`src/design/assert_macros.svh`:
```
// Assertion macros used by cross_covariance_accumulator_unit.
// Depends on nothing; define ASSERT_OFF to drop every check.
`ifndef ASSERT_MACROS_SVH
`define ASSERT_MACROS_SVH
`ifndef ASSERT_OFF
`define ASSERT_IMPLIES(label, clk, rst_n, ante, cons) \
    label: assert property (@(posedge clk) disable iff (!rst_n) (ante) |-> (cons)) \
        else $error("assertion failed");
`define ASSERT_NEXT(label, clk, rst_n, ante, cons) \
    label: assert property (@(posedge clk) disable iff (!rst_n) (ante) |=> (cons)) \
        else $error("assertion failed");
`else
`define ASSERT_IMPLIES(label, clk, rst_n, ante, cons)
`define ASSERT_NEXT(label, clk, rst_n, ante, cons)
`endif
`endif

```
`src/design/ccov_pkg.sv`:
```
// Types and constants of the cross-covariance accumulator.
// Depends on nothing.
package ccov_pkg;
    localparam int CoordWidth = 24;
    localparam int MaxParticles = 65536;
    localparam int CountWidth = $clog2(MaxParticles + 1);
    localparam int SumWidth = 40;
    localparam int ProdWidth = 2 * CoordWidth;
    localparam int QuotWidth = 2 * SumWidth;
    localparam int MulDigit = 8;
    localparam int MulSteps = SumWidth / MulDigit;
    localparam int DivSteps = QuotWidth;
    localparam int StepWidth = $clog2(DivSteps + 1);

    typedef enum logic [2:0] {
        ST_ACCUM,
        ST_MUL,
        ST_MUL_STEP,
        ST_DIV,
        ST_FIX,
        ST_SEND
    } ctrl_state_t;

    typedef struct packed {
        logic accum;
        logic clear;
        logic mul_start;
        logic mul_step;
        logic div_step;
        logic fix;
        logic entry_next;
    } ccov_cmd_t;

    typedef struct packed {
        logic [1:0] row;
        logic [1:0] col;
        logic       full;
    } ccov_stat_t;
endpackage

```
`src/design/ccov_ctrl.sv`:
```
// Sequencer: accumulate, then per entry multiply, divide, fix and send.
// Depends on ccov_pkg.
module ccov_ctrl (
    input  logic                  clk,
    input  logic                  rst_n,
    input  logic                  in_valid,
    input  logic                  in_last,
    output logic                  in_ready,
    output logic                  out_valid,
    input  logic                  out_ready,
    input  ccov_pkg::ccov_stat_t  stat,
    output ccov_pkg::ccov_cmd_t   cmd
);
    import ccov_pkg::*;

    ctrl_state_t state_reg, state_next;
    logic [StepWidth-1:0] step_reg, step_next;
    logic pend_reg, pend_next;

    always_ff @(posedge clk or negedge rst_n)
    begin
        if (!rst_n)
        begin
            state_reg <= ST_ACCUM;
            step_reg <= '0;
            pend_reg <= 1'b0;
        end
        else
        begin
            state_reg <= state_next;
            step_reg <= step_next;
            pend_reg <= pend_next;
        end
    end

    always_comb
    begin
        state_next = state_reg;
        step_next = step_reg;
        pend_next = 1'b0;
        cmd = '0;
        in_ready = 1'b0;
        out_valid = 1'b0;
        unique case (state_reg)
            ST_ACCUM:
            begin
                in_ready = !pend_reg;
                if (pend_reg)
                begin
                    state_next = ST_MUL;
                end
                else if (in_valid)
                begin
                    cmd.accum = 1'b1;
                    pend_next = in_last;
                end
            end
            ST_MUL:
            begin
                cmd.mul_start = 1'b1;
                step_next = '0;
                state_next = ST_MUL_STEP;
            end
            ST_MUL_STEP:
            begin
                cmd.mul_step = 1'b1;
                step_next = step_reg + 1'b1;
                if (step_reg == StepWidth'(MulSteps - 1))
                begin
                    step_next = '0;
                    state_next = ST_DIV;
                end
            end
            ST_DIV:
            begin
                cmd.div_step = 1'b1;
                step_next = step_reg + 1'b1;
                if (step_reg == StepWidth'(DivSteps - 1))
                    state_next = ST_FIX;
            end
            ST_FIX:
            begin
                cmd.fix = 1'b1;
                state_next = ST_SEND;
            end
            ST_SEND:
            begin
                out_valid = 1'b1;
                if (out_ready)
                begin
                    if (stat.row == 2'd2 && stat.col == 2'd2)
                    begin
                        cmd.clear = 1'b1;
                        state_next = ST_ACCUM;
                    end
                    else
                    begin
                        cmd.entry_next = 1'b1;
                        state_next = ST_MUL;
                    end
                end
            end
            default:
            begin
                state_next = ST_ACCUM;
            end
        endcase
    end
endmodule
```
`config.mk`:
```
export PLATFORM = sky130hd
export DESIGN_NAME = ccov_ctrl
export DESIGN_NICKNAME = d
export VERILOG_FILES = /design/src/design/assert_macros.svh /design/src/design/ccov_pkg.sv /design/src/design/ccov_ctrl.sv
export SDC_FILE = /design/constraint.sdc
export NUM_CORES = 1
export LEC_CHECK = 0
export ABC_AREA = 1
export BUFFER_PORTS_ARGS = -buffer_cell sky130_fd_sc_hd__buf_2
export CAP_MARGIN = 15
export CORE_ASPECT_RATIO = 0.9
export CORE_MARGIN = 2
export CORE_UTILIZATION = 50
export CTS_BUF_LIST = sky130_fd_sc_hd__clkbuf_4 sky130_fd_sc_hd__clkbuf_8
export DETAILED_ROUTE_END_ITERATION = 7
export PLACE_DENSITY = 0.8
export SYNTH_ARGS = -nofsm -noshare
export SYNTH_HDL_FRONTEND = slang
export SYNTH_SLANG_ARGS = --single-unit
```
`constraint.sdc`:
```
create_clock -name clk -period 3.4 [get_ports clk]
set_input_delay 0.51 -clock clk [delete_from_list [all_inputs] [get_ports clk]]
set_output_delay 0.51 -clock clk [all_outputs]
set_load 0.005 [all_outputs]
```
==> metrics.md <==
| Metric | Value |
|---|---|
| Status | `completed` |
| Core ar. | `1400 um^2` |
| Initial core utilization | `51.7%` |
| Layout Cells excl Fill | `132` |
| Endpoints failing setup | `0` |
| Layout cell share with drive strength beyond 1 | `25.6%` |
| Clock power frac | `14.3%` |
| Clock Skews | `0.000801 ns` |
| Power Dens Cells | `793 nW/um^2` |
| Sw frac | `47.2%` |
| Total wire length | `1490 um` |
| Reg clk slew, reported paths | `0.07 ns` |
| Max Cap Viol | `0` |
| DR DRC count | `0` |
| Vias/cell | `4.89` |
| Seq/Total Area, Yosys | `38.1%` |
| Row cnt | `13` |
| Num CTS Buffers | `3` |
| Net Switching | `0.000317 W` |
| Number of global-route vias before repair | `581` |
| Pre-CTS setup slack | `1.68 ns` |
| Min Clock Period, post-route | `2.00 ns` |
| Final period utilization | `58.9%` |
| CP peak stage delay | `0.61 ns` |
| Critical Path RT | `2.89 ns` |
| Initial antenna violation count | `0` |
| RSZ-0062 raised after global routing | `false` |
| Cts-stage hold buffer count | `0` |
| Die width | `44.1 um` |
| Slew HR | `71.0%` |
| Boundary pin count | `19` |
| Port Buffers | `17` |
| Int Pwr | `0.000354 W` |
| Global-route wire length before repair | `2420 um` |
| Mapped Area | `723 um^2` |
| Lkg Pwr | `0.464 nW` |
| Synth Instances | `97` |
| Initial DRC count | `12` |
| GRT Total Usage | `19.8%` |
| Crit start category | `register` |
| Post_cts resized | `0` |
| Met1 usage | `22.2%` |
| Seq pwr share | `33.3%` |
| Worst Tran Pin Value | `0.435 ns` |
| Max clock buf depth | `2` |
| Worst VDD drop | `0.000453 V` |
| Syn-to-layout area delta | `17.0%` |
| Post-detail-place hpwl | `1190 um` |
| Cell family with most CP delay | `flip-flops` |
| First-pass iteration count of the detailed router | `3` |
| CTS Sinks | `11` |
| Finished Cell Area | `846 um^2` |
| CTS tree | `done` |
| Routability Congestion | `0.870` |
| Max reg flops | `7` |
| Pin count of the biggest net entering global routing | `12` |
| Synth cell types | `24` |
| Final Worst Setup Slack | `1.40 ns` |
| CP Capture Type | `output pin` |
| Placed insts | `128` |
| Syn_nets | `109` |
| Critical-path cell list | `nand3_1, inv_1, nand2_1, nor4_1, buf_2` |
| Gr busiest metal | `met2` |
| Final core occ | `60.5%` |
| Slowest CP cell | `dfrtp_1` |
| Setup bufs post-CTS | `0` |
| YS warnings | `0` |
| Area of the die | `1770 um^2` |
| Placed inst area | `816 um^2` |
| Met3 usage | `6.76%` |
| WL per Instance | `11.3 um` |
| Final ANT Viol Nets | `0` |
| Inserted Diodes | `0` |
| Final count of hold timing violations | `0` |
| Logic pwr share | `52.4%` |
| Yosys reg bits | `11` |
| Clk Tree Root Cell | `clkbuf_4` |
| DIE HEIGHT | `40.1 um` |
| Worst-path maximum fanout | `10` |
| H-Tree Depth | `1` |
| Grt ovf | `0` |
| CP Class | `register to output pin` |
| Critical Path AT | `1.49 ns` |
| Routed vias | `646` |
| Final #Nets | `130` |
| Worst skew pair latency | `0.26 ns` |
| Fin Setup TNS | `0 ns` |
| Worst Path Buf+Inv | `2` |
| Maximum clock frequency | `499 MHz` |
| Met2 Use GR | `35.7%` |
| Min-Delay Path Class | `input pin to asynchronous set/reset pin` |
| Syn avg cell area | `7.46 um^2` |
| Slew Viols, Final | `0` |
[Yosys cell counts]
master / instances / share of area, %
xnor2_1: 1 / 1.2
xor2_1: 3 / 3.6
nand3_1: 6 / 4.2
nand2_1: 21 / 11
nor2_2: 1 / 0.87
buf_6: 1 / 1.6
nand3b_1: 1 / 1.0
inv_2: 2 / 1.0
dfrtp_1: 11 / 38
nand2_4: 1 / 1.6
o21ai_0: 4 / 2.8
nand4_1: 2 / 1.7
o22ai_1: 1 / 0.87
a21oi_1: 1 / 0.69
and3_1: 1 / 0.87
nor4_1: 1 / 0.87
o211ai_1: 1 / 1.0
nand2_2: 3 / 2.6
nor2_1: 16 / 8.3
o21ai_4: 1 / 2.2
nor3b_1: 1 / 1.0
nor3_4: 1 / 2.2
ha_1: 2 / 3.5
inv_1: 14 / 7.3
[stage by stage]
stage                     hold WS [ns]  power (W)
final                            0.104   0.000671
after global routing             0.111   0.000738
after CTS                        0.102   0.000679
after detailed placement         0.396   0.000581
after global placement           0.390   0.000561
after floorplan                  0.214   0.000494
[kinds of logic (layout without fill, tap and decap cells)]
logic type	count (synthesis)	count (layout)	share of synthesized area, %
xor+xnor	4	4	4.85
compound gates	8	8	7.61
simple gates	55	55	36.2
fa+ha+maj	2	2	3.46
buf+inv	17	37	9.86
flops	11	11	38.1
[per-layer routing]
layer | share of wire [%] | vias to the layer above
li1 | - | 342
met1 | 46 | 290
met2 | 48 | 12
met3 | 4.4 | 2
met4 | 1.1 | 0
met5 | 0 | -
[power by group through the flow]
stage | logic, W | clock network [W] | registers, W
after floorplan | 0.000294 | 0 | 0.000200
after global placement | 0.000337 | 0 | 0.000223
after detailed placement | 0.000356 | 0 | 0.000225
after CTS | 0.000356 | 0.000100 | 0.000223
after global routing | 0.000402 | 0.000105 | 0.000230
final | 0.000351 | 0.0000958 | 0.000223
[final timing paths]
path | slack (ns) | cells after the start | startpoint | end
setup / recovery | 1.40 | 5 | state_reg[0] | cmd[5]
hold / removal | 0.10 | 1 | rst_n | step_reg[0]
setup reg to reg | 2.01 | 7 | state_reg[0] | state_reg[0]
hold reg to reg | 0.55 | 2 | step_reg[6] | step_reg[6]
max in group asynchronous | 3.09 | 1 | rst_n | state_reg[1]
min in group clk | 0.50 | 2 | in_last | pend_reg
[placed cells by master, fill, tap and decap left out]
cell type,count
o21ai_0,4
inv_1,14
xnor2_1,1
ha_1,2
o22ai_1,1
nand2_4,1
dfrtp_1,11
a21oi_1,1
o211ai_1,1
nor2_2,1
and3_1,1
xor2_1,3
nand4_1,2
nor2_1,16
nor4_1,1
nor3b_1,1
clkbuf_4,4
nand3b_1,1
nor3_4,1
nand2_1,21
nand2_2,3
buf_2,17
o21ai_4,1
inv_2,2
nand3_1,6
[final cells by class]
cell class,count,area (um^2)
Timing Repair Buffer,17,85.1
Multi-Input combinational cell,69,377
Tap cell,15,18.8
Inverter,16,60.1
Clock buffer,4,30.0
Fill cell,129,553
Sequential cell,11,275
No activity file was read; power rests on OpenSTA's default activity.
